--- config.mk ---
export PLATFORM = sky130hd
export DESIGN_NAME = isef_ctrl
export DESIGN_NICKNAME = d
export VERILOG_FILES = /design/src/rtl/core/isef_pkg.sv /design/src/rtl/core/isef_ctrl.sv
export SDC_FILE = /design/constraint.sdc
export NUM_CORES = 1
export LEC_CHECK = 0
export ABC_AREA = 0
export BUFFER_PORTS_ARGS = -buffer_cell sky130_fd_sc_hd__buf_2
export CAP_MARGIN = 20
export CORE_AREA = 2 2 39 41
export DETAILED_ROUTE_END_ITERATION = 16
export DIE_AREA = 0 0 41 43
export GPL_TIMING_DRIVEN = 0
export MAX_ROUTING_LAYER = met4
export PLACE_DENSITY = 0.55
export SYNTH_ARGS = -nofsm -noshare
export SYNTH_HDL_FRONTEND = slang
export SYNTH_SLANG_ARGS = --single-unit
--- constraint.sdc ---
create_clock -name clk -period 1.9 [get_ports clk]
set_input_delay 0.19 -clock clk [delete_from_list [all_inputs] [get_ports clk]]
set_output_delay 0.19 -clock clk [all_outputs]
set_load 0.1 [all_outputs]
--- src/rtl/core/isef_pkg.sv ---
// ----------------------------------------------------------------------------
// isef_pkg
// Shared types and constants of the ISEF line smoother: controller states,
// multiplier operand selects, command/status bundles and fixed-point widths.
// ----------------------------------------------------------------------------
package isef_pkg;

  // Field and arithmetic widths
  localparam int SAMPLE_W   = 16;               // Q8.8 sample and result
  localparam int GAIN_W     = 16;               // Q0.16 coefficients
  localparam int STORE_W    = 24;               // Q8.16 recursion values
  localparam int PROD_W     = GAIN_W + STORE_W; // shared multiplier product
  localparam int GAIN_LSB   = 8;                // Q8.24 -> Q8.16
  localparam int DECAY_LSB  = 16;               // Q8.32 -> Q8.16
  localparam int OUT_LSB    = 8;                // Q8.16 -> Q8.8

  // Register file
  localparam int REG_ADDR_W = 4;
  localparam int PDATA_W    = 32;
  localparam logic [1:0] REG_DECAY      = 2'd0;
  localparam logic [1:0] REG_CAUSAL     = 2'd1;
  localparam logic [1:0] REG_ANTICAUSAL = 2'd2;

  localparam logic [GAIN_W-1:0] DECAY_RST      = 16'd59638;
  localparam logic [GAIN_W-1:0] CAUSAL_RST     = 16'd3088;
  localparam logic [GAIN_W-1:0] ANTICAUSAL_RST = 16'd2810;

  typedef enum logic [3:0] {
    ST_IDLE,
    ST_C_DECAY,
    ST_C_ADD,
    ST_A_READ,
    ST_A_GAIN,
    ST_A_DECAY,
    ST_A_ADD,
    ST_E_READ,
    ST_E_LOAD
  } isef_state_t;

  typedef enum logic [1:0] {
    MUL_NONE,
    MUL_CGAIN,
    MUL_AGAIN,
    MUL_DECAY
  } isef_mul_t;

  typedef struct packed {
    logic      load;     // take request, start causal gain product
    isef_mul_t mul;      // shared multiplier operand select
    logic      acc_load; // capture gain term
    logic      c_add;    // finish causal value, store it
    logic      s_read;   // read sample store at index
    logic      a_add;    // finish anticausal value, store it
    logic      e_read;   // read causal and anticausal stores
    logic      e_load;   // load output register
  } isef_cmd_t;

  typedef struct packed {
    logic seg_end;   // current request closes the line
    logic idx_zero;  // index at first sample
    logic idx_last;  // index at last sample of the line
    logic out_free;  // output register can take a result
  } isef_sts_t;

endpackage

--- src/rtl/core/isef_ctrl.sv ---
// ----------------------------------------------------------------------------
// isef_ctrl
// Sequencer: load step per request, then backward anticausal pass and
// forward emit pass over the line.
// ----------------------------------------------------------------------------
module isef_ctrl
  import isef_pkg::*;
(
  input  logic      clk,
  input  logic      rst_n,
  input  logic      in_valid,
  output logic      in_ready,
  input  isef_sts_t sts,
  output isef_cmd_t cmd
);

  isef_state_t state_r;
  isef_state_t state_nxt;

  always_ff @(posedge clk) begin
    if (!rst_n) begin
      state_r <= ST_IDLE;
    end else begin
      state_r <= state_nxt;
    end
  end

  always_comb begin
    state_nxt = state_r;
    cmd       = '0;
    cmd.mul   = MUL_NONE;
    in_ready  = 1'b0;
    case (state_r)
      ST_IDLE: begin
        in_ready = 1'b1;
        if (in_valid) begin
          cmd.load  = 1'b1;
          cmd.mul   = MUL_CGAIN;
          state_nxt = ST_C_DECAY;
        end
      end
      ST_C_DECAY: begin
        cmd.mul      = MUL_DECAY;
        cmd.acc_load = 1'b1;
        state_nxt    = ST_C_ADD;
      end
      ST_C_ADD: begin
        cmd.c_add = 1'b1;
        state_nxt = sts.seg_end ? ST_A_READ : ST_IDLE;
      end
      ST_A_READ: begin
        cmd.s_read = 1'b1;
        state_nxt  = ST_A_GAIN;
      end
      ST_A_GAIN: begin
        cmd.mul   = MUL_AGAIN;
        state_nxt = ST_A_DECAY;
      end
      ST_A_DECAY: begin
        cmd.mul      = MUL_DECAY;
        cmd.acc_load = 1'b1;
        state_nxt    = ST_A_ADD;
      end
      ST_A_ADD: begin
        cmd.a_add = 1'b1;
        state_nxt = sts.idx_zero ? ST_E_READ : ST_A_READ;
      end
      ST_E_READ: begin
        cmd.e_read = 1'b1;
        state_nxt  = ST_E_LOAD;
      end
      ST_E_LOAD: begin
        if (sts.out_free) begin
          cmd.e_load = 1'b1;
          state_nxt  = sts.idx_last ? ST_IDLE : ST_E_READ;
        end
      end
      default: begin
        state_nxt = ST_IDLE;
      end
    endcase
  end

endmodule

# --- Word-level counts from Yosys, hierarchy flattened ---
# Index checks and enable logic that the tools add are counted.
op_classes:
  mux: 17
  reduce_logical: 3
  n_eq_ne: 10
op_table:
  columns: ["op", "count"]
  rows:
  - ["$pmux W4 S9", 1]
  - ["$eq A4 B3 Y1 const B", 4]
  - ["$mux W1", 9]
  - ["$mux W3", 3]
  - ["$eq A4 B2 Y1 const B", 2]
  - ["$mux W4", 2]
  - ["$pmux W2 S3", 1]
  - ["$eq A4 B1 Y1 const B", 1]
  - ["$eq A4 B4 Y1 const B", 1]
  - ["$logic_not A4 Y1", 1]
  - ["$ne A2 B2 Y1 const B", 2]
  - ["$mux W2", 1]
  - ["$reduce_and A2 Y1", 1]
  - ["$reduce_or A2 Y1", 1]
totals:
  regBits: 4
  in_bits: 7
  output_inout_bits: 10
  elab_cells: 31

# --- Depth between registers and ports, before layout ---
depth:
  word_depth: 3
  depth_mapped: 4
  depth_no_buf: 3

# --- Least setup slack after synthesis ---
# No wires, ideal clock.
synth_path:
  path_type: "flip-flop to output port"
  start: "register state_r[1]"
  end: "output cmd[6] in the netlist's numbering"
  stages_incl_launch_ff: 5
  arrival_ns: 5.064
  path_slack_ns: -3.354
  required_time_ns: 1.710
  cell_sequence: "dfxtp_1 clkbuf_1 nor4_1 and2_1 or2_2"
synth_lines:
  columns: ["item", "line_no", "rtl"]
  rows:
  - ["from (decl)", "isef_ctrl.sv:17", "isef_state_t state_r;"]
  - ["from (signal assigned)", "isef_ctrl.sv:24", "state_r <= state_nxt;"]
  - ["to (decl)", "isef_ctrl.sv:14", "output isef_cmd_t cmd"]

==> flow_summary.json <==
{
  "cts_sinks": 4,
  "leakage_nw": 0.249,
  "rows": 14,
  "wl_per_cell_um": 10.8,
  "hold_viol_final": 0,
  "clk_latency_ns": 0.23,
  "largest_register_ffs": 4,
  "final_util_pct": 37.7,
  "synthToLayoutAreaGrowth_pct": 56.8,
  "final-setup-viol-count": 0,
  "grt_start_max_net_pins": 11,
  "antenna_found_initial": 0,
  "drv_slew": 0,
  "worst_pin_slew_ns": 0.487,
  "post-cts-setup-buffers": 0,
  "place_congestion": 0.687,
  "synth_nets": 51,
  "avgSynthCellArea_um2": 7.56,
  "setup_slack_ns": 0.108,
  "clk_pin_slew_worst_paths_ns": 0.04,
  "top_regs": "state_r (4)",
  "crit_path_end_kind": "output pin",
  "required_ns": 1.71,
  "pre_cts_ws_ns": 0.117,
  "n_antenna_cell": 0,
  "setup.worst_path.start_class": "flop",
  "synth-seq-cells": 4,
  "die_w_um": 41,
  "crit_type": "flop to output pin",
  "rsz0062_at_grt": "false",
  "ir_worst_vdd_mv": 0.322,
  "initial_core_util_pct": 24.1,
  "portBuffers": 16,
  "first_pass_iters": 4,
  "top_register": "state_r",
  "numCtsBuffers": 3,
  "crit_arrival_ns": 1.60,
  "nets": 72,
  "fin_worst_skew_ns": 0.000694,
  "fmax_ghz": 0.558,
  "routed_wl_um": 856,
  "hpwlAfterDp_um": 654,
  "synth_cells": 44,
  "grt_use_total_pct": 11.2,
  "ys_seq_area_share_pct": 24.1,
  "hold_buffers": 0,
  "io_pins": 17,
  "min_period_ns": 1.79,
  "grt_overflow": 0,
  "yosysWarnings": 0,
  "finalPower_w": 0.000425,
  "drc": 0,
  "vias_per_cell": 4.87,
  "final.period_utilization_pct": 94.3,
  "powerDensity_mw_per_mm2": 815,
  "cts_max_level": 1,
  "outcome": "finished clean",
  "n_fill_cell": 148,
  "grt_pass1_wl_mm": 1.24,
  "cts_tree": "yes",
  "hold_path.class": "primary input to flop",
  "path_max_fanout": 10,
  "core_mm2": 0.00138,
  "grt_pass1_vias": 312,
  "final_cells": 79,
  "maxCapViolCount": 0,
  "antenna_left": 0,
  "vias": 385,
  "max-slew-margin-rel_pct": 67.7,
  "die_area_mm2": 0.00176,
  "whs_ns": 0.179,
  "syn_area_um2": 333,
  "drive_gt1_share_pct": 54.0,
  "die_h_um": 43,
  "clock-root-buffer": "clkbuf_4",
  "synth_cell_type_count": 24,
  "drt_iter0_drc": 3,
  "dp_cells": 76,
  "clockBufferDepth": 2
}
## critical path: stages, from the launching register on
cell	delay (ns)
dfxtp_1	0.35
buf_2	0.29
nor4_4	0.06
and2_4	0.14
or2_2	0.26
clkbuf_4	0.28
## area by class of cell
class,count,area [um2],share of cell area [%]
buffer,4,37.5,7.19
multi-input combinational,34,272,52.0
clock buffer,3,22.5,4.32
timing repair buffer,16,82.6,15.8
sequential,4,80.1,15.3
tap,16,20.0,3.84
inverter,2,7.51,1.44
## per-layer routing
metal	up-vias	part of all wire [%]	global-route usage (%)
li1	195	-	-
met1	176	46	14.1
met2	12	45	13.8
met3	2	7.8	1.57
met4	0	1.4	12.0
met5	-	0	-
## power breakdown
part	leakage, nW	total (W)	switching [W]	internal, W
registers	0.0326	0.0000920	0.00000279	0.0000893
logic	0.202	0.000233	0.000177	0.0000561
clock network	0.0138	0.000101	0.0000303	0.0000704
total	0.249	0.000425	0.000210	0.000216
## through the flow
| step | instance area, um2 | setup TNS (ns) |
|---|---|---|
| after floorplan | 393 | -1.41 |
| after global placement | 493 | 0 |
| after detailed placement | 493 | 0 |
| after CTS | 517 | 0 |
| after global routing | 522 | 0 |
| final | 522 | 0 |
## placed cells by master, fill, tap and decap left out, types with 2 or more instances in the layout
master / netlist / final
a21oi_1: 2 / 2
nand2b_1: 2 / 2
dfxtp_1: 4 / 4
nand2_1: 2 / 2
nor2_1: 6 / 4
buf_2: 1 / 16
nor3_1: 5 / 2
inv_1: 2 / 2
nor3_4: 0 / 2
o21a_1: 3 / 3
nand3b_1: 2 / 2
clkbuf_4: 0 / 5
nor2_2: 0 / 2
## cells by family (layout without fill, tap and decap cells)
group	count (synthesis)	in the layout	synth area share (%)
AND/OR/NAND/NOR	25	25	43.6
AO/OA/AOI/OAI	9	9	22.9
buffers and inverters	6	25	9.40
flip-flops	4	4	24.1
## path summary, 6_finish.rpt
check | cells after the start | slack [ns] | end | startpoint
worst max register to register | 4 | 0.24 | state_r[1] | state_r[0]
worst min-delay path | 2 | 0.18 | state_r[3] | rst_n
worst max-delay path | 5 | 0.11 | cmd[6] | state_r[2]
worst min register to register | 2 | 0.56 | state_r[0] | state_r[0]
## cell usage after synthesis
cell	instances	area share [%]
nor4_1	1	1.9
clkbuf_1	2	2.3
o21ba_1	1	3.0
o22a_1	1	2.6
or4b_1	1	3.0
or2_2	1	1.9
inv_1	2	2.3
nand2_1	2	2.3
buf_2	1	1.5
o21a_1	3	6.8
a221o_1	1	3.0
or3b_2	1	2.6
and3b_1	1	2.6
and2_1	1	1.9
nor3_1	5	7.5
dfxtp_1	4	24
or4b_2	1	3.0
nor2_1	6	6.8
a311oi_2	1	4.5
buf_6	1	3.4
a21oi_1	2	3.0
and3_1	1	1.9
nand2b_1	2	3.8
nand3b_1	2	4.5
## repair_timing
action | 4_1_cts | 5_1_grt
resized for setup | 1 | 3
cloned | 0 | 0
endpoints found under the setup margin | 2 | 1
Power figures use the tool's default switching activity.
